[src/sv/des_pkg.sv]
// des_pkg: shared types, permutation tables, s-boxes and helper functions for the des pipeline
`timescale 1ns / 1ps
`default_nettype none

package des_pkg;

  localparam int ROUND_COUNT = 16;
  localparam int LATENCY     = ROUND_COUNT + 1;

  typedef logic [47:0] rkey_t;

  typedef struct packed {
    logic        valid;
    logic        cmd;
    logic [31:0] l;
    logic [31:0] r;
  } des_stage_t;

  typedef enum logic {
    CMD_ENCRYPT = 1'b0,
    CMD_DECRYPT = 1'b1
  } des_cmd_t;

  localparam logic [7:0] IP_TAB [64] = '{
    8'd58, 8'd50, 8'd42, 8'd34, 8'd26, 8'd18, 8'd10, 8'd2,
    8'd60, 8'd52, 8'd44, 8'd36, 8'd28, 8'd20, 8'd12, 8'd4,
    8'd62, 8'd54, 8'd46, 8'd38, 8'd30, 8'd22, 8'd14, 8'd6,
    8'd64, 8'd56, 8'd48, 8'd40, 8'd32, 8'd24, 8'd16, 8'd8,
    8'd57, 8'd49, 8'd41, 8'd33, 8'd25, 8'd17, 8'd9,  8'd1,
    8'd59, 8'd51, 8'd43, 8'd35, 8'd27, 8'd19, 8'd11, 8'd3,
    8'd61, 8'd53, 8'd45, 8'd37, 8'd29, 8'd21, 8'd13, 8'd5,
    8'd63, 8'd55, 8'd47, 8'd39, 8'd31, 8'd23, 8'd15, 8'd7
  };

  localparam logic [7:0] FP_TAB [64] = '{
    8'd40, 8'd8, 8'd48, 8'd16, 8'd56, 8'd24, 8'd64, 8'd32,
    8'd39, 8'd7, 8'd47, 8'd15, 8'd55, 8'd23, 8'd63, 8'd31,
    8'd38, 8'd6, 8'd46, 8'd14, 8'd54, 8'd22, 8'd62, 8'd30,
    8'd37, 8'd5, 8'd45, 8'd13, 8'd53, 8'd21, 8'd61, 8'd29,
    8'd36, 8'd4, 8'd44, 8'd12, 8'd52, 8'd20, 8'd60, 8'd28,
    8'd35, 8'd3, 8'd43, 8'd11, 8'd51, 8'd19, 8'd59, 8'd27,
    8'd34, 8'd2, 8'd42, 8'd10, 8'd50, 8'd18, 8'd58, 8'd26,
    8'd33, 8'd1, 8'd41, 8'd9,  8'd49, 8'd17, 8'd57, 8'd25
  };

  localparam logic [7:0] E_TAB [48] = '{
    8'd32, 8'd1,  8'd2,  8'd3,  8'd4,  8'd5,
    8'd4,  8'd5,  8'd6,  8'd7,  8'd8,  8'd9,
    8'd8,  8'd9,  8'd10, 8'd11, 8'd12, 8'd13,
    8'd12, 8'd13, 8'd14, 8'd15, 8'd16, 8'd17,
    8'd16, 8'd17, 8'd18, 8'd19, 8'd20, 8'd21,
    8'd20, 8'd21, 8'd22, 8'd23, 8'd24, 8'd25,
    8'd24, 8'd25, 8'd26, 8'd27, 8'd28, 8'd29,
    8'd28, 8'd29, 8'd30, 8'd31, 8'd32, 8'd1
  };

  localparam logic [7:0] P_TAB [32] = '{
    8'd16, 8'd7,  8'd20, 8'd21, 8'd29, 8'd12, 8'd28, 8'd17,
    8'd1,  8'd15, 8'd23, 8'd26, 8'd5,  8'd18, 8'd31, 8'd10,
    8'd2,  8'd8,  8'd24, 8'd14, 8'd32, 8'd27, 8'd3,  8'd9,
    8'd19, 8'd13, 8'd30, 8'd6,  8'd22, 8'd11, 8'd4,  8'd25
  };

  localparam logic [7:0] PC1_TAB [56] = '{
    8'd57, 8'd49, 8'd41, 8'd33, 8'd25, 8'd17, 8'd9,
    8'd1,  8'd58, 8'd50, 8'd42, 8'd34, 8'd26, 8'd18,
    8'd10, 8'd2,  8'd59, 8'd51, 8'd43, 8'd35, 8'd27,
    8'd19, 8'd11, 8'd3,  8'd60, 8'd52, 8'd44, 8'd36,
    8'd63, 8'd55, 8'd47, 8'd39, 8'd31, 8'd23, 8'd15,
    8'd7,  8'd62, 8'd54, 8'd46, 8'd38, 8'd30, 8'd22,
    8'd14, 8'd6,  8'd61, 8'd53, 8'd45, 8'd37, 8'd29,
    8'd21, 8'd13, 8'd5,  8'd28, 8'd20, 8'd12, 8'd4
  };

  localparam logic [7:0] PC2_TAB [48] = '{
    8'd14, 8'd17, 8'd11, 8'd24, 8'd1,  8'd5,
    8'd3,  8'd28, 8'd15, 8'd6,  8'd21, 8'd10,
    8'd23, 8'd19, 8'd12, 8'd4,  8'd26, 8'd8,
    8'd16, 8'd7,  8'd27, 8'd20, 8'd13, 8'd2,
    8'd41, 8'd52, 8'd31, 8'd37, 8'd47, 8'd55,
    8'd30, 8'd40, 8'd51, 8'd45, 8'd33, 8'd48,
    8'd44, 8'd49, 8'd39, 8'd56, 8'd34, 8'd53,
    8'd46, 8'd42, 8'd50, 8'd36, 8'd29, 8'd32
  };

  localparam logic [1:0] ROT_TAB [16] = '{
    2'd1, 2'd1, 2'd2, 2'd2, 2'd2, 2'd2, 2'd2, 2'd2,
    2'd1, 2'd2, 2'd2, 2'd2, 2'd2, 2'd2, 2'd2, 2'd1
  };

  localparam logic [3:0] SBOX_TAB [8][4][16] = '{
    '{'{4'd14, 4'd4, 4'd13, 4'd1, 4'd2, 4'd15, 4'd11, 4'd8,
        4'd3, 4'd10, 4'd6, 4'd12, 4'd5, 4'd9, 4'd0, 4'd7},
      '{4'd0, 4'd15, 4'd7, 4'd4, 4'd14, 4'd2, 4'd13, 4'd1,
        4'd10, 4'd6, 4'd12, 4'd11, 4'd9, 4'd5, 4'd3, 4'd8},
      '{4'd4, 4'd1, 4'd14, 4'd8, 4'd13, 4'd6, 4'd2, 4'd11,
        4'd15, 4'd12, 4'd9, 4'd7, 4'd3, 4'd10, 4'd5, 4'd0},
      '{4'd15, 4'd12, 4'd8, 4'd2, 4'd4, 4'd9, 4'd1, 4'd7,
        4'd5, 4'd11, 4'd3, 4'd14, 4'd10, 4'd0, 4'd6, 4'd13}},
    '{'{4'd15, 4'd1, 4'd8, 4'd14, 4'd6, 4'd11, 4'd3, 4'd4,
        4'd9, 4'd7, 4'd2, 4'd13, 4'd12, 4'd0, 4'd5, 4'd10},
      '{4'd3, 4'd13, 4'd4, 4'd7, 4'd15, 4'd2, 4'd8, 4'd14,
        4'd12, 4'd0, 4'd1, 4'd10, 4'd6, 4'd9, 4'd11, 4'd5},
      '{4'd0, 4'd14, 4'd7, 4'd11, 4'd10, 4'd4, 4'd13, 4'd1,
        4'd5, 4'd8, 4'd12, 4'd6, 4'd9, 4'd3, 4'd2, 4'd15},
      '{4'd13, 4'd8, 4'd10, 4'd1, 4'd3, 4'd15, 4'd4, 4'd2,
        4'd11, 4'd6, 4'd7, 4'd12, 4'd0, 4'd5, 4'd14, 4'd9}},
    '{'{4'd10, 4'd0, 4'd9, 4'd14, 4'd6, 4'd3, 4'd15, 4'd5,
        4'd1, 4'd13, 4'd12, 4'd7, 4'd11, 4'd4, 4'd2, 4'd8},
      '{4'd13, 4'd7, 4'd0, 4'd9, 4'd3, 4'd4, 4'd6, 4'd10,
        4'd2, 4'd8, 4'd5, 4'd14, 4'd12, 4'd11, 4'd15, 4'd1},
      '{4'd13, 4'd6, 4'd4, 4'd9, 4'd8, 4'd15, 4'd3, 4'd0,
        4'd11, 4'd1, 4'd2, 4'd12, 4'd5, 4'd10, 4'd14, 4'd7},
      '{4'd1, 4'd10, 4'd13, 4'd0, 4'd6, 4'd9, 4'd8, 4'd7,
        4'd4, 4'd15, 4'd14, 4'd3, 4'd11, 4'd5, 4'd2, 4'd12}},
    '{'{4'd7, 4'd13, 4'd14, 4'd3, 4'd0, 4'd6, 4'd9, 4'd10,
        4'd1, 4'd2, 4'd8, 4'd5, 4'd11, 4'd12, 4'd4, 4'd15},
      '{4'd13, 4'd8, 4'd11, 4'd5, 4'd6, 4'd15, 4'd0, 4'd3,
        4'd4, 4'd7, 4'd2, 4'd12, 4'd1, 4'd10, 4'd14, 4'd9},
      '{4'd10, 4'd6, 4'd9, 4'd0, 4'd12, 4'd11, 4'd7, 4'd13,
        4'd15, 4'd1, 4'd3, 4'd14, 4'd5, 4'd2, 4'd8, 4'd4},
      '{4'd3, 4'd15, 4'd0, 4'd6, 4'd10, 4'd1, 4'd13, 4'd8,
        4'd9, 4'd4, 4'd5, 4'd11, 4'd12, 4'd7, 4'd2, 4'd14}},
    '{'{4'd2, 4'd12, 4'd4, 4'd1, 4'd7, 4'd10, 4'd11, 4'd6,
        4'd8, 4'd5, 4'd3, 4'd15, 4'd13, 4'd0, 4'd14, 4'd9},
      '{4'd14, 4'd11, 4'd2, 4'd12, 4'd4, 4'd7, 4'd13, 4'd1,
        4'd5, 4'd0, 4'd15, 4'd10, 4'd3, 4'd9, 4'd8, 4'd6},
      '{4'd4, 4'd2, 4'd1, 4'd11, 4'd10, 4'd13, 4'd7, 4'd8,
        4'd15, 4'd9, 4'd12, 4'd5, 4'd6, 4'd3, 4'd0, 4'd14},
      '{4'd11, 4'd8, 4'd12, 4'd7, 4'd1, 4'd14, 4'd2, 4'd13,
        4'd6, 4'd15, 4'd0, 4'd9, 4'd10, 4'd4, 4'd5, 4'd3}},
    '{'{4'd12, 4'd1, 4'd10, 4'd15, 4'd9, 4'd2, 4'd6, 4'd8,
        4'd0, 4'd13, 4'd3, 4'd4, 4'd14, 4'd7, 4'd5, 4'd11},
      '{4'd10, 4'd15, 4'd4, 4'd2, 4'd7, 4'd12, 4'd9, 4'd5,
        4'd6, 4'd1, 4'd13, 4'd14, 4'd0, 4'd11, 4'd3, 4'd8},
      '{4'd9, 4'd14, 4'd15, 4'd5, 4'd2, 4'd8, 4'd12, 4'd3,
        4'd7, 4'd0, 4'd4, 4'd10, 4'd1, 4'd13, 4'd11, 4'd6},
      '{4'd4, 4'd3, 4'd2, 4'd12, 4'd9, 4'd5, 4'd15, 4'd10,
        4'd11, 4'd14, 4'd1, 4'd7, 4'd6, 4'd0, 4'd8, 4'd13}},
    '{'{4'd4, 4'd11, 4'd2, 4'd14, 4'd15, 4'd0, 4'd8, 4'd13,
        4'd3, 4'd12, 4'd9, 4'd7, 4'd5, 4'd10, 4'd6, 4'd1},
      '{4'd13, 4'd0, 4'd11, 4'd7, 4'd4, 4'd9, 4'd1, 4'd10,
        4'd14, 4'd3, 4'd5, 4'd12, 4'd2, 4'd15, 4'd8, 4'd6},
      '{4'd1, 4'd4, 4'd11, 4'd13, 4'd12, 4'd3, 4'd7, 4'd14,
        4'd10, 4'd15, 4'd6, 4'd8, 4'd0, 4'd5, 4'd9, 4'd2},
      '{4'd6, 4'd11, 4'd13, 4'd8, 4'd1, 4'd4, 4'd10, 4'd7,
        4'd9, 4'd5, 4'd0, 4'd15, 4'd14, 4'd2, 4'd3, 4'd12}},
    '{'{4'd13, 4'd2, 4'd8, 4'd4, 4'd6, 4'd15, 4'd11, 4'd1,
        4'd10, 4'd9, 4'd3, 4'd14, 4'd5, 4'd0, 4'd12, 4'd7},
      '{4'd1, 4'd15, 4'd13, 4'd8, 4'd10, 4'd3, 4'd7, 4'd4,
        4'd12, 4'd5, 4'd6, 4'd11, 4'd0, 4'd14, 4'd9, 4'd2},
      '{4'd7, 4'd11, 4'd4, 4'd1, 4'd9, 4'd12, 4'd14, 4'd2,
        4'd0, 4'd6, 4'd10, 4'd13, 4'd15, 4'd3, 4'd5, 4'd8},
      '{4'd2, 4'd1, 4'd14, 4'd7, 4'd4, 4'd10, 4'd8, 4'd13,
        4'd15, 4'd12, 4'd9, 4'd0, 4'd3, 4'd5, 4'd6, 4'd11}}
  };

  function automatic logic [63:0] ip_f(input logic [63:0] v);
    logic [63:0] res;
    res = '0;
    for (int i = 0; i < 64; i++) begin
      res[6'(63 - i)] = v[6'(64 - int'(IP_TAB[i]))];
    end
    return res;
  endfunction

  function automatic logic [63:0] fp_f(input logic [63:0] v);
    logic [63:0] res;
    res = '0;
    for (int i = 0; i < 64; i++) begin
      res[6'(63 - i)] = v[6'(64 - int'(FP_TAB[i]))];
    end
    return res;
  endfunction

  function automatic logic [47:0] e_f(input logic [31:0] v);
    logic [47:0] res;
    res = '0;
    for (int i = 0; i < 48; i++) begin
      res[6'(47 - i)] = v[5'(32 - int'(E_TAB[i]))];
    end
    return res;
  endfunction

  function automatic logic [31:0] p_f(input logic [31:0] v);
    logic [31:0] res;
    res = '0;
    for (int i = 0; i < 32; i++) begin
      res[5'(31 - i)] = v[5'(32 - int'(P_TAB[i]))];
    end
    return res;
  endfunction

  function automatic logic [55:0] pc1_f(input logic [63:0] v);
    logic [55:0] res;
    res = '0;
    for (int i = 0; i < 56; i++) begin
      res[6'(55 - i)] = v[6'(64 - int'(PC1_TAB[i]))];
    end
    return res;
  endfunction

  function automatic logic [47:0] pc2_f(input logic [55:0] v);
    logic [47:0] res;
    res = '0;
    for (int i = 0; i < 48; i++) begin
      res[6'(47 - i)] = v[6'(56 - int'(PC2_TAB[i]))];
    end
    return res;
  endfunction

  function automatic int rot_cum(input int rnd);
    int acc;
    acc = 0;
    for (int i = 0; i <= rnd; i++) begin
      acc = acc + int'(ROT_TAB[i]);
    end
    return acc;
  endfunction

  function automatic logic [27:0] rotl28(input logic [27:0] x, input int n);
    return (x << n) | (x >> (28 - n));
  endfunction

  function automatic logic [31:0] feistel_f(input logic [31:0] r, input rkey_t k);
    logic [47:0] x;
    logic [5:0]  g;
    logic [31:0] s;
    x = e_f(r) ^ k;
    s = '0;
    for (int i = 0; i < 8; i++) begin
      g = x[6'(47 - 6 * i) -: 6];
      s[5'(31 - 4 * i) -: 4] = SBOX_TAB[3'(i)][{g[5], g[0]}][g[4:1]];
    end
    return p_f(s);
  endfunction

endpackage

`default_nettype wire

[src/sv/des_key_sched.sv]
// des_key_sched: forms the sixteen round keys from the cipher key by pc-1, rotations and pc-2
`timescale 1ns / 1ps
`default_nettype none

module des_key_sched
  import des_pkg::*;
(
  input  wire logic [63:0] cipher_key,
  output rkey_t            round_key [ROUND_COUNT]
);

  logic [55:0] cd;

  assign cd = pc1_f(cipher_key);

  for (genvar i = 0; i < ROUND_COUNT; i++) begin : g_key
    localparam int Shift = rot_cum(i);
    logic [27:0] c_rot;
    logic [27:0] d_rot;
    assign c_rot        = rotl28(cd[55:28], Shift);
    assign d_rot        = rotl28(cd[27:0], Shift);
    assign round_key[i] = pc2_f({c_rot, d_rot});
  end

endmodule

`default_nettype wire

[src/sv/des_round.sv]
// des_round: one registered feistel round of the des pipeline
`timescale 1ns / 1ps
`default_nettype none

module des_round
  import des_pkg::*;
(
  input  wire logic       clk,
  input  wire logic       rst_n,
  input  wire des_stage_t stage_i,
  input  wire rkey_t      round_key,
  output des_stage_t      stage_o
);

  des_stage_t stage_r;
  des_stage_t stage_nxt;

  always_comb begin
    stage_nxt.valid = stage_i.valid;
    stage_nxt.cmd   = stage_i.cmd;
    stage_nxt.l     = stage_i.r;
    stage_nxt.r     = stage_i.l ^ feistel_f(stage_i.r, round_key);
  end

  always_ff @(posedge clk) begin
    if (!rst_n) begin
      stage_r.valid <= 1'b0;
    end else begin
      stage_r.valid <= stage_nxt.valid;
    end
    stage_r.cmd <= stage_nxt.cmd;
    stage_r.l   <= stage_nxt.l;
    stage_r.r   <= stage_nxt.r;
  end

  assign stage_o = stage_r;

endmodule

`default_nettype wire

[src/sv/des_block_cipher.sv]
// des_block_cipher: top level, des encrypt/decrypt pipeline with sixteen round stages
//
// usage
//   cfg channel: cfg_valid/cfg_ready carry the 64-bit key in cfg_cipher_key; cfg_ready is
//   always high. write the key only while no block is in flight.
//   input: a block is taken at each rising edge with start high and busy low.
//   in_command selects encrypt (0) or decrypt (1); in_data_block is the 64-bit block.
//   busy stays low, so one block per cycle is taken with no gaps needed.
//   output: out_valid strobes for one cycle with out_result_block; the receiver
//   cannot stall, and none is needed since nothing backs up.
//   path: a block taken at an edge is held in the input stage, then passes through
//   the sixteen round stages in order before it appears on out_result_block.
//   throughput: one block per cycle, set by one feistel round per register stage
//   (input stage holding ip, then sixteen round stages; fp is wiring at the output).
//   reset: rst_n low clears every stage valid bit and sets the key to zero;
//   blocks in flight are dropped.
`timescale 1ns / 1ps
`default_nettype none

module des_block_cipher
  import des_pkg::*;
(
  input  wire logic        clk,
  input  wire logic        rst_n,
  input  wire logic        start,
  output      logic        busy,
  input  wire logic        in_command,
  input  wire logic [63:0] in_data_block,
  output      logic        out_valid,
  output      logic [63:0] out_result_block,
  input  wire logic        cfg_valid,
  output      logic        cfg_ready,
  input  wire logic [63:0] cfg_cipher_key
);

  logic [63:0] key_r;
  logic [63:0] key_nxt;
  des_stage_t  in_r;
  des_stage_t  in_nxt;
  logic [63:0] ip_blk;
  rkey_t       round_key [ROUND_COUNT];
  des_stage_t  stage [ROUND_COUNT + 1];

  assign busy      = 1'b0;
  assign cfg_ready = 1'b1;

  assign key_nxt = (cfg_valid && cfg_ready) ? cfg_cipher_key : key_r;

  always_ff @(posedge clk) begin
    if (!rst_n) begin
      key_r <= '0;
    end else begin
      key_r <= key_nxt;
    end
  end

  assign ip_blk = ip_f(in_data_block);

  always_comb begin
    in_nxt.valid = start && !busy;
    in_nxt.cmd   = in_command;
    in_nxt.l     = ip_blk[63:32];
    in_nxt.r     = ip_blk[31:0];
  end

  always_ff @(posedge clk) begin
    if (!rst_n) begin
      in_r.valid <= 1'b0;
    end else begin
      in_r.valid <= in_nxt.valid;
    end
    in_r.cmd <= in_nxt.cmd;
    in_r.l   <= in_nxt.l;
    in_r.r   <= in_nxt.r;
  end

  assign stage[0] = in_r;

  des_key_sched u_key_sched (
    .cipher_key (key_r),
    .round_key  (round_key)
  );

  for (genvar i = 0; i < ROUND_COUNT; i++) begin : g_round
    rkey_t sel_key;
    assign sel_key = (stage[i].cmd == CMD_DECRYPT) ? round_key[ROUND_COUNT - 1 - i]
                                                   : round_key[i];
    des_round u_round (
      .clk       (clk),
      .rst_n     (rst_n),
      .stage_i   (stage[i]),
      .round_key (sel_key),
      .stage_o   (stage[i + 1])
    );
  end

  // final swap then inverse initial permutation
  assign out_valid        = stage[ROUND_COUNT].valid;
  assign out_result_block = fp_f({stage[ROUND_COUNT].r, stage[ROUND_COUNT].l});

endmodule

`default_nettype wire

[config.mk]
export PLATFORM = sky130hd
export DESIGN_NAME = des_block_cipher
export DESIGN_NICKNAME = d
export VERILOG_FILES = /design/src/sv/des_pkg.sv /design/src/sv/des_key_sched.sv /design/src/sv/des_round.sv /design/src/sv/des_block_cipher.sv
export SDC_FILE = /design/constraint.sdc
export NUM_CORES = 1
export LEC_CHECK = 0
export BUFFER_PORTS_ARGS = -buffer_cell sky130_fd_sc_hd__buf_2
export CAP_MARGIN = 10
export CORE_AREA = 2 2 265 267
export CTS_CLUSTER_SIZE = 8
export DETAILED_ROUTE_END_ITERATION = 16
export DIE_AREA = 0 0 267 269
export MAX_ROUTING_LAYER = met4
export PLACE_DENSITY_LB_ADDON = 0.25
export REMOVE_ABC_BUFFERS = 1
export SKIP_CTS_REPAIR_TIMING = 1
export SYNTH_ARGS = -nofsm -noshare
export SYNTH_HDL_FRONTEND = slang
export SYNTH_HIERARCHICAL = 1
export SYNTH_SLANG_ARGS = --single-unit
[constraint.sdc]
create_clock -name clk -period 0.97 [get_ports clk]
set_input_delay 0.194 -clock clk [delete_from_list [all_inputs] [get_ports clk]]
set_output_delay 0.194 -clock clk [all_outputs]
set_load 0.03 [all_outputs]
---- Yosys cells after proc, flatten, opt, wreduce, memory -nomap -nowiden ----
Cells that the tools add are included.
storage, ports and cells
  register bits after elaboration ......... 586
  memory bits (read-only) ................. 0
  input port bits ......................... 133
  bits in latches ......................... 0
  output and inout bits ................... 67
  memories kept ........................... 0
  word-level logic and storage cells ...... 719
  memory bits (writable) .................. 0
operators by class
  multiplexer cells ....................... 375
  reductions and logical operators ........ 0
  divide/modulo/power cells ............... 0
  add/subtract/negate cells ............... 0
  shift-type cells ........................ 0
  order comparisons ....................... 120
  equal/unequal tests ..................... 0
  multipliers ............................. 0
  bitwise logic cells ..................... 160
operator list
  operator                                        number
  64-bit binary-select mux with 2-bit select      60
  64-bit two-way mux                              120
  4-bit binary-select mux with 4-bit select       60
  24-bit two-way mux                              15
  24-bit XOR                                      15
  5-bit >= comparator, second input constant      60
  4-bit NOT with 5-bit output                     60
  16-bit XOR                                      13
  3-bit >= comparator, second input constant      60
  3-bit two-way mux                               60
  2-bit NOT with 3-bit output                     60
  4-bit two-way mux                               30
  2-bit two-way mux                               30
  32-bit by 16-bit XOR with 32-bit output         1
  28-bit by 1-bit bitwise OR with 28-bit output   1
  28-bit by 10-bit bitwise OR with 28-bit output  1
  28-bit by 12-bit bitwise OR with 28-bit output  1
  28-bit by 14-bit bitwise OR with 28-bit output  1
  28-bit by 15-bit bitwise OR with 28-bit output  1
  28-bit by 17-bit bitwise OR with 28-bit output  1
  28-bit by 19-bit bitwise OR with 28-bit output  1
  28-bit by 2-bit bitwise OR with 28-bit output   1
  28-bit by 4-bit bitwise OR with 28-bit output   1
  28-bit by 6-bit bitwise OR with 28-bit output   1
  28-bit by 8-bit bitwise OR with 28-bit output   1

---- Depth between registers and ports, before layout ----
Gate-level depths: netlist of the first run.
  word-level depth ........................ 11
  mapped depth ............................ 3
  gate-level depth less buffers ........... 1

---- Cells and area by module ----
Netlist of the first run, hierarchy kept.
modules (own cells, without submodules)
  module            seq. area each (um2)  area an instance (um2)  cells an instance  instances
  des_round         1,001.0               1,131.1                 68                 16
  des_block_cipher  1,641.6               13,750.7                1,125              1
  des_key_sched     0.0                   5,769.3                 769                1

---- Worst setup path before layout of the first run ----
OpenSTA, ideal clock, no wires.
  kind .................................... input port to flip-flop
  start point ............................. input port cfg_valid
  end point ............................... register key_r[11]
  arrival ................................. 0.728 ns
  library setup time ...................... 0.116 ns
  slack ................................... 0.126 ns
  required time ........................... 0.854 ns
  stages .................................. 4
  path buffers ............................ 2
  cell sequence ........................... buf_6 > buf_8 > mux2i_1 > nor2b_1
RTL lines
  item                  RTL line                RTL
  start, declared       des_block_cipher.sv:31  input wire logic cfg_valid,
  end signal, assigned  des_block_cipher.sv:53  key_r <= key_nxt;
  end, declared         des_block_cipher.sv:36  logic [63:0] key_r;

---- Worst setup path in the final report of the first run ----
  start point ............................. register g_round[15].u_round.stage_r, in the netlist g_round[15].u_round/stage_o[37]
  end point ............................... output port out_result_block[17]
RTL lines
  item             RTL line                RTL
  start, declared  des_round.sv:15         des_stage_t stage_r;
  end, declared    des_block_cipher.sv:30  output logic [63:0] out_result_block,
No word-level cell between the ends.

==> run_results.csv, run 1 <==
group,metric,value,unit
layout,seq_area,3080,um^2
timing,period_needed,1090,ps
worst_hold_path,hold_class,"in -> reg",
layout,syn2layout_area_growth,48.7,%
place,post-place-cells,1195,
detailed_routing,ant_nets,0,
worst_setup_path,r2r_end,"g_round[8].u_round/stage_o[65]",
pwr,powerDensity,2490,nW/um^2
detailed_routing,vias_per_cell,1.06,
worst_setup_path,endpoint_kind,"output pin",
worst_setup_path,crit_fanout,1,
flow_run,maxCapViolCount,0,
pwr,vdd_drop_max,0.00118,V
detailed_routing,vias,1301,
worst_setup_path,reg2reg_depth,1,
grt,grt_pass1_vias,1050,
cts,cts_max_level,4,
pwr,p_leak,1.94,nW
pwr,clock_power_share,47.2,%
timing,setup_viol,17,
worst_setup_path,max_stage_delay,330,ps
floorplan,die_h,269,um
worst_setup_path,required,780,ps
detailed_routing,first_pass_iters,3,
timing,fin_ws,-120,ps
pwr,pwr-share-seq,49.6,%
pwr,combPwrFrac,3.2,%
yosys,syn_inst,233,
floorplan,ios,200,
grt,track_usage,1.30,%
cts,cts-buffers-inserted,17,
yosys,syn_area,3620,um^2
place,io_buffer_count,19,
worst_hold_path,hold_depth,2,
layout,fin_util,7.78,%
worst_setup_path,crit_path_top_delay_cell,"dfxtp_2",
outcome,violations,"setup timing",
timing,holdWs,146,ps
detailed_routing,wl_per_cell,2.89,um
worst_hold_path,hold_path_end,"in_r[65]",
timing,maxSlewViolCount,0,
grt,antenna_found_initial,0,
layout,multi_input_area,354,um^2
worst_hold_path,min_from,"rst_n",
timing,clock.fmax,918,MHz
worst_setup_path,crit_chain,"buf_6",
cts,cts_tree,"yes",
pwr,p_switching,3.05,mW
layout,final_cells,1226,
floorplan,die_w,267,um
detailed_routing,drt_iter0_markers,68,
yosys,yosysWarnings,6,
worst_setup_path,crit_type,"reg -> out",
worst_setup_path,r2r_setup_slack,450,ps
outcome,status,"finished, violations left",
detailed_routing,totalWireLength,3.54,mm
place,hpwl,1.83,mm
cts,cts_root_buf,"clkbuf_16",
layout,antennaDiodeCount,0,
cts,insertion_delay,440,ps
detailed_routing,drc_errors,0,
place,gp_congestion,0.504,
timing,hold_viol_final,0,
timing,fin_worst_skew,8.56,ps
cts,clock_path_buffers,2,
yosys,syn_area_per_cell,15.6,um^2
worst_setup_path,cp_num_buf_inv,1,
timing,rsz0062_at_grt,"yes",
pwr,swShare,22.8,%
floorplan,core,69300,um^2
timing,timing.final.crit_share,112,%
floorplan,dieArea,71800,um^2
layout,final_layout_size_suffix_gt1_share,22.7,%
floorplan,initial_core_util,5.23,%
layout,fillers,8011,
grt,grt_start_max_net_pins,18,
worst_setup_path,cp.arrival,900,ps
layout,fin_nets,408,
worst_setup_path,cp_top_family,"flip-flops",
worst_setup_path,r2r_start,"g_round[7].u_round/stage_o[65]",
grt,grt_overflow,0,
cts,clk_pin_slew_worst_paths,70,ps
cts,cts_sinks,153,
floorplan,rows,97,
grt,grt_pass1_wl,5.24,mm
pwr,intPower,10.4,mW
worst_setup_path,start_kind,"register",
power groups by stage:
| stage | Sequential, mW | Clock [mW] | Combinational (mW) |
|---|---|---|---|
| after floorplan | 6.84 | 0 | 0.259 |
| after global placement | 6.77 | 0 | 0.379 |
| after detailed placement | 6.78 | 0 | 0.379 |
| after CTS | 6.64 | 6.70 | 0.379 |
| after global routing | 6.68 | 6.96 | 0.461 |
| final | 6.66 | 6.33 | 0.428 |
final cells by class:
cell class	count	area share, %
Clock buffer	20	8.47
Multi-Input combinational cell	83	6.57
Tap cell	940	21.8
Sequential cell	153	57.2
Timing Repair Buffer	20	3.92
Clock inverter	10	2.02
metal layers:
metal | track usage [%] | share of wire (%)
met4 | 3.14 | 12
met5 | - | 0
met1 | 0.987 | 40
met3 | 0.968 | 8.8
met2 | 1.10 | 39
state kept, by name, summed over array words and instances, names as in the netlist:
name and count:
in_r 1, g_round.u_round/stage_o 152
how the worst max path moves through the flow:
stage                                               start                               to  depth (start not counted)
final                     g_round[15].u_round/stage_o[37]             out_result_block[17]                          1
after global routing      g_round[15].u_round/stage_o[37]             out_result_block[17]                          1
after floorplan           g_round[15].u_round/stage_o[46]             out_result_block[11]                          0
after global placement    g_round[15].u_round/stage_o[37]             out_result_block[17]                          1
after detailed placement                            rst_n  g_round[13].u_round/stage_o[65]                          2
after CTS                 g_round[15].u_round/stage_o[37]             out_result_block[17]                          1
layout by cell type, fill, tap and decap left out, drive strengths merged:
master,count
inv,6
conb,66
clkinv,3
clkbuf,20
bufinv,1
dfxtp,153
dlygate4sd3,1
and2,17
buf,19
through the flow:
step                area, um^2  total power, mW  setup TNS [ps]  setup WS (ps)
CTS                       5250             13.7           -3460           -245
floorplan                 3420             7.10               0            317
global placement          4690             7.15               0            286
global route              5390             14.1           -2700           -183
detailed placement        4690             7.16               0            281
finish                    5390             13.4           -1810           -120
Power figures use the tool's default switching activity.
==> run 2: changes to the inputs <==
- CORE_AREA: 2 2 265 267 -> 2 2 77 79
- DIE_AREA: 0 0 267 269 -> 0 0 79 81
- SYNTH_HIERARCHICAL: 1 -> default
==> run_results.csv, run 2 <==
group,metric,value,unit
timing,fin_worst_skew,0.856,ps
layout,final_common_cell,"conb_1",
worst_setup_path,crit_type,"reg -> out",
detailed_routing,first_pass_iters,2,
grt,antenna_found_initial,0,
layout,syn2layout_area_growth,-11.5,%
timing,fin_ws,36.8,ps
flow_run,maxCapViolCount,0,
detailed_routing,totalWireLength,832,um
yosys,synth_cell_types,6,
floorplan,dieArea,6400,um^2
detailed_routing,drc_errors,0,
grt,grt_start_max_net_pins,18,
detailed_routing,wl_per_cell,4.57,um
grt,grt_pass1_vias,237,
worst_hold_path,hold_class,"in -> reg",
worst_setup_path,crit_start,"g_round[15].u_round.stage_o[65]",
worst_setup_path,path_depth,1,
yosys,ys.flop_type,"dfxtp_1",
detailed_routing,vias,405,
worst_setup_path,endpoint_kind,"output pin",
yosys,synth_top_cells_by_count,"buf_4 (66), dfxtp_1 (17), and2_2 (13)",
cts,insertion_delay,250,ps
place,gp_congestion,0.568,
layout,largest_register_ffs,16,
timing,holdWs,163,ps
timing,hold_viol_final,0,
pwr,vdd_drop_max,0.000765,V
layout,final_layout_size_suffix_gt1_share,17.8,%
timing,rsz0062_at_grt,"no",
timing,setup_viol,0,
cts,cts_tree,"yes",
worst_setup_path,cp_top_family,"flip-flops",
worst_hold_path,hold_depth,2,
place,dpl-instance-area,820,um^2
yosys,yosysWarnings,0,
cts,cts_sinks,17,
worst_setup_path,r2r_start,"g_round[5].u_round.stage_o[65]",
pwr,clock_power_share,32.6,%
grt,grt_overflow,0,
pwr,swShare,36.1,%
detailed_routing,drt_iter0_markers,5,
cts,cts-buffers-inserted,3,
detailed_routing,vias_per_cell,2.23,
cts,cts_max_level,1,
floorplan,die_w,79,um
worst_setup_path,cp.arrival,740,ps
layout,fin_nets,241,
floorplan,rows,28,
yosys,synthArstFlopShare,0,%
worst_setup_path,crit_fanout,1,
floorplan,core,5680,um^2
grt,grt_pass1_wl,1.03,mm
floorplan,ios,200,
pwr,combPwrFrac,22.5,%
yosys,syn_area,977,um^2
worst_setup_path,required,780,ps
timing,period_needed,933,ps
floorplan,initial_core_util,17.2,%
place,post-place-cells,178,
detailed_routing,ant_nets,0,
place,hpwl,608,um
layout,final_cell_mix,"conb_1 (66), dfxtp_1 (17), and2_2 (13), and2_1 (4)",
yosys,synth_top_area_share,50.7,%
layout,antennaDiodeCount,0,
worst_setup_path,reg2reg_depth,1,
place,dpl_worst_slack,256,ps
layout,final_cells,182,
outcome,status,"completed",
layout,fin_area,865,um^2
worst_setup_path,crit_path_top_delay_cell,"dfxtp_1",
cts,clk_pin_slew_worst_paths,60,ps
timing,setup_tns,0,ps
worst_setup_path,max_stage_delay,310,ps
cts,cts_root_buf,"clkbuf_8",
yosys,ys_seq_elements,17,
yosys,syn_inst,103,
worst_setup_path,start_kind,"register",
pwr,p_switching,0.567,mW
layout,fillers,665,
pwr,pwr-share-seq,45.0,%
place,io_buffer_count,3,
timing,timing.final.crit_share,96.2,%
yosys,yosysMostFrequentCell,"buf_4",
yosys,synth_edf_count,0,
pwr,p_leak,0.448,nW
pwr,intPower,1.00,mW
floorplan,die_h,81,um
pwr,powerDensity,1820,nW/um^2
yosys,yosys-top-cells-area,"buf_4 (51%), dfxtp_1 (35%), and2_2 (10%)",
grt,track_usage,2.46,%
yosys,syn_area_per_cell,9.49,um^2
timing,maxSlewViolCount,0,
worst_setup_path,cp_num_buf_inv,1,
worst_hold_path,min_from,"start",
timing,clock.fmax,1070,MHz
cts,clock_path_buffers,2,
yosys,seq_area_frac_synth,34.8,%
worst_setup_path,crit_chain,"buf_2",
yosys,synth_top_area_cell,"buf_4",
[run 2: final timing paths]
path / to / slack, ps
worst max register to register: g_round[6].u_round.stage_o[65] / 390
worst min-delay path: in_r[65] / 160
worst max-delay path: out_valid / 40
worst min register to register: g_round[3].u_round.stage_o[65] / 430
[run 2: through the flow]
stage                     power (mW)  utilization (%)
after floorplan                 1.06                -
after global placement          1.07             14.4
after detailed placement        1.07             14.4
after CTS                       1.60             15.2
after global routing            1.65             15.2
final                           1.57             15.2
[run 2: area by class of cell]
type                       count  area (um^2)  share of cell area (%)
multi-input combinational     83          370                    42.8
sequential                    17          340                    39.4
tap                           75         93.8                    10.9
clock buffer                   4         45.0                    5.21
timing repair buffer           3         15.0                    1.74
[run 2: layer usage]
metal	vias up	wire (um)	GRT usage, %
li1	182	-	-
met1	174	293	2.56
met2	47	332	2.88
met3	2	197	2.33
met4	0	8	1.55
met5	-	0	-
[run 2: kinds of logic after synthesis]
logic type / after synthesis / synth area share, %
flip-flops: 17 / 34.8
buffers and inverters: 67 / 51.9
AND/OR/NAND/NOR: 17 / 12.5
other: 2 / 0.769
[run 2: power by group through the flow]
stage	logic, mW	clock network, mW	registers [mW]
final	0.352	0.512	0.706
after global routing	0.372	0.573	0.706
after CTS	0.348	0.548	0.705
after detailed placement	0.348	0	0.721
after global placement	0.348	0	0.721
after floorplan	0.336	0	0.721
==> run 3: changes to the inputs <==
- RECOVER_POWER: default -> 50
==> run_results.csv, run 3 (synthesis results as in run 2) <==
group,metric,value,unit
worst_hold_path,hold_class,"in -> reg",
timing,clock.fmax,1070,MHz
detailed_routing,wl_per_cell,4.57,um
pwr,pwr-share-seq,45.0,%
cts,cts-buffers-inserted,3,
detailed_routing,vias,405,
cts,clk_pin_slew_worst_paths,60,ps
floorplan,core,5680,um^2
worst_setup_path,crit_type,"reg -> out",
floorplan,initial_core_util,17.2,%
timing,slew_headroom,66.0,%
grt,grt_start_max_net_pins,18,
cts,cts_sinks,17,
place,gp_congestion,0.568,
timing,tightest_slew,510,ps
timing,setup_viol,0,
floorplan,die_w,79,um
floorplan,die_h,81,um
grt,antenna_found_initial,0,
detailed_routing,ant_nets,0,
worst_setup_path,crit_path_top_delay_cell,"dfxtp_1",
timing,fin_ws,36.8,ps
worst_setup_path,endpoint_kind,"output pin",
flow_run,maxCapViolCount,0,
layout,final_common_cell,"conb_1",
detailed_routing,first_pass_iters,2,
pwr,intPower,1.00,mW
pwr,p_leak,0.445,nW
detailed_routing,drt_iter0_markers,5,
layout,final_cells,182,
floorplan,dieArea,6400,um^2
worst_setup_path,cp_num_buf_inv,1,
timing,setup_tns,0,ps
layout,final_layout_size_suffix_gt1_share,16.8,%
layout,syn2layout_area_growth,-11.7,%
cts,cts_max_level,1,
layout,antennaDiodeCount,0,
pwr,clock_power_share,32.6,%
layout,fin_util,15.2,%
floorplan,ios,200,
pwr,powerDensity,1820,nW/um^2
detailed_routing,totalWireLength,832,um
worst_setup_path,crit_fanout,1,
layout,final_cell_mix,"conb_1 (66), dfxtp_1 (17), and2_2 (13), and2_1 (4), clkbuf_8 (3)",
outcome,status,"completed",
detailed_routing,drc_errors,0,
pwr,swShare,36.1,%
pwr,vdd_drop_max,0.000765,V
pwr,combPwrFrac,22.4,%
grt,track_usage,2.46,%
timing,period_needed,933,ps
layout,fin_nets,241,
layout,largest_register_ffs,16,
timing,fin_worst_skew,0.856,ps
place,hpwl,608,um
timing,hold_viol_final,0,
place,io_buffer_count,3,
grt,grt_pass1_vias,237,
floorplan,rows,28,
timing,rsz0062_at_grt,"no",
cts,cts_tree,"yes",
timing,holdWs,163,ps
worst_setup_path,start_kind,"register",
cts,cts_root_buf,"clkbuf_8",
grt,grt_pass1_wl,1.03,mm
timing,timing.final.crit_share,96.2,%
timing,maxSlewViolCount,0,
worst_setup_path,crit_chain,"buf_2",
worst_setup_path,max_stage_delay,310,ps
cts,clock_path_buffers,2,
place,post-place-cells,178,
cts,insertion_delay,250,ps
worst_setup_path,cp.arrival,740,ps
grt,grt_overflow,0,
pwr,p_switching,0.567,mW
detailed_routing,vias_per_cell,2.23,
worst_setup_path,required,780,ps
place,dpl_worst_slack,256,ps
worst_setup_path,cp_top_family,"flip-flops",
==> run 3: metrics by stage <==
| step | power (mW) | instance area [um^2] |
|---|---|---|
| detailed placement | 1.07 | 820 |
| CTS | 1.60 | 865 |
| global route | 1.65 | 863 |
| floorplan | 1.06 | 711 |
| global placement | 1.07 | 820 |
| finish | 1.57 | 863 |
==> run 3: power by group through the flow <==
stage	combinational (mW)	clock, mW	sequential (mW)
after floorplan	0.336	0	0.721
after global placement	0.348	0	0.721
after detailed placement	0.348	0	0.721
after CTS	0.348	0.548	0.705
after global routing	0.372	0.573	0.705
final	0.352	0.512	0.706
==> run 3: path summary, 6_finish.rpt <==
check                                         to  cells after the start                             from  slack [ps]
setup / recovery                       out_valid                      1  g_round[15].u_round.stage_o[65]          40
setup reg to reg  g_round[6].u_round.stage_o[65]                      1   g_round[5].u_round.stage_o[65]         390
hold / removal                          in_r[65]                      2                            start         160
hold reg to reg   g_round[3].u_round.stage_o[65]                      1   g_round[2].u_round.stage_o[65]         430
==> run 3: metal layers <==
metal / GRT usage, % / share of wire, % / vias up
met1: 2.56 / 35 / 174
met5: - / 0 / -
met4: 1.55 / 0.96 / 0
met3: 2.33 / 24 / 2
met2: 2.88 / 40 / 47
li1: - / - / 182
==> run 3: layout make-up <==
type	instances	area [um^2]
Tap cell	75	93.8
Sequential cell	17	340
Multi-Input combinational cell	83	370
Clock buffer	4	45.0
Timing Repair Buffer	3	13.8
Fill cell	665	4810
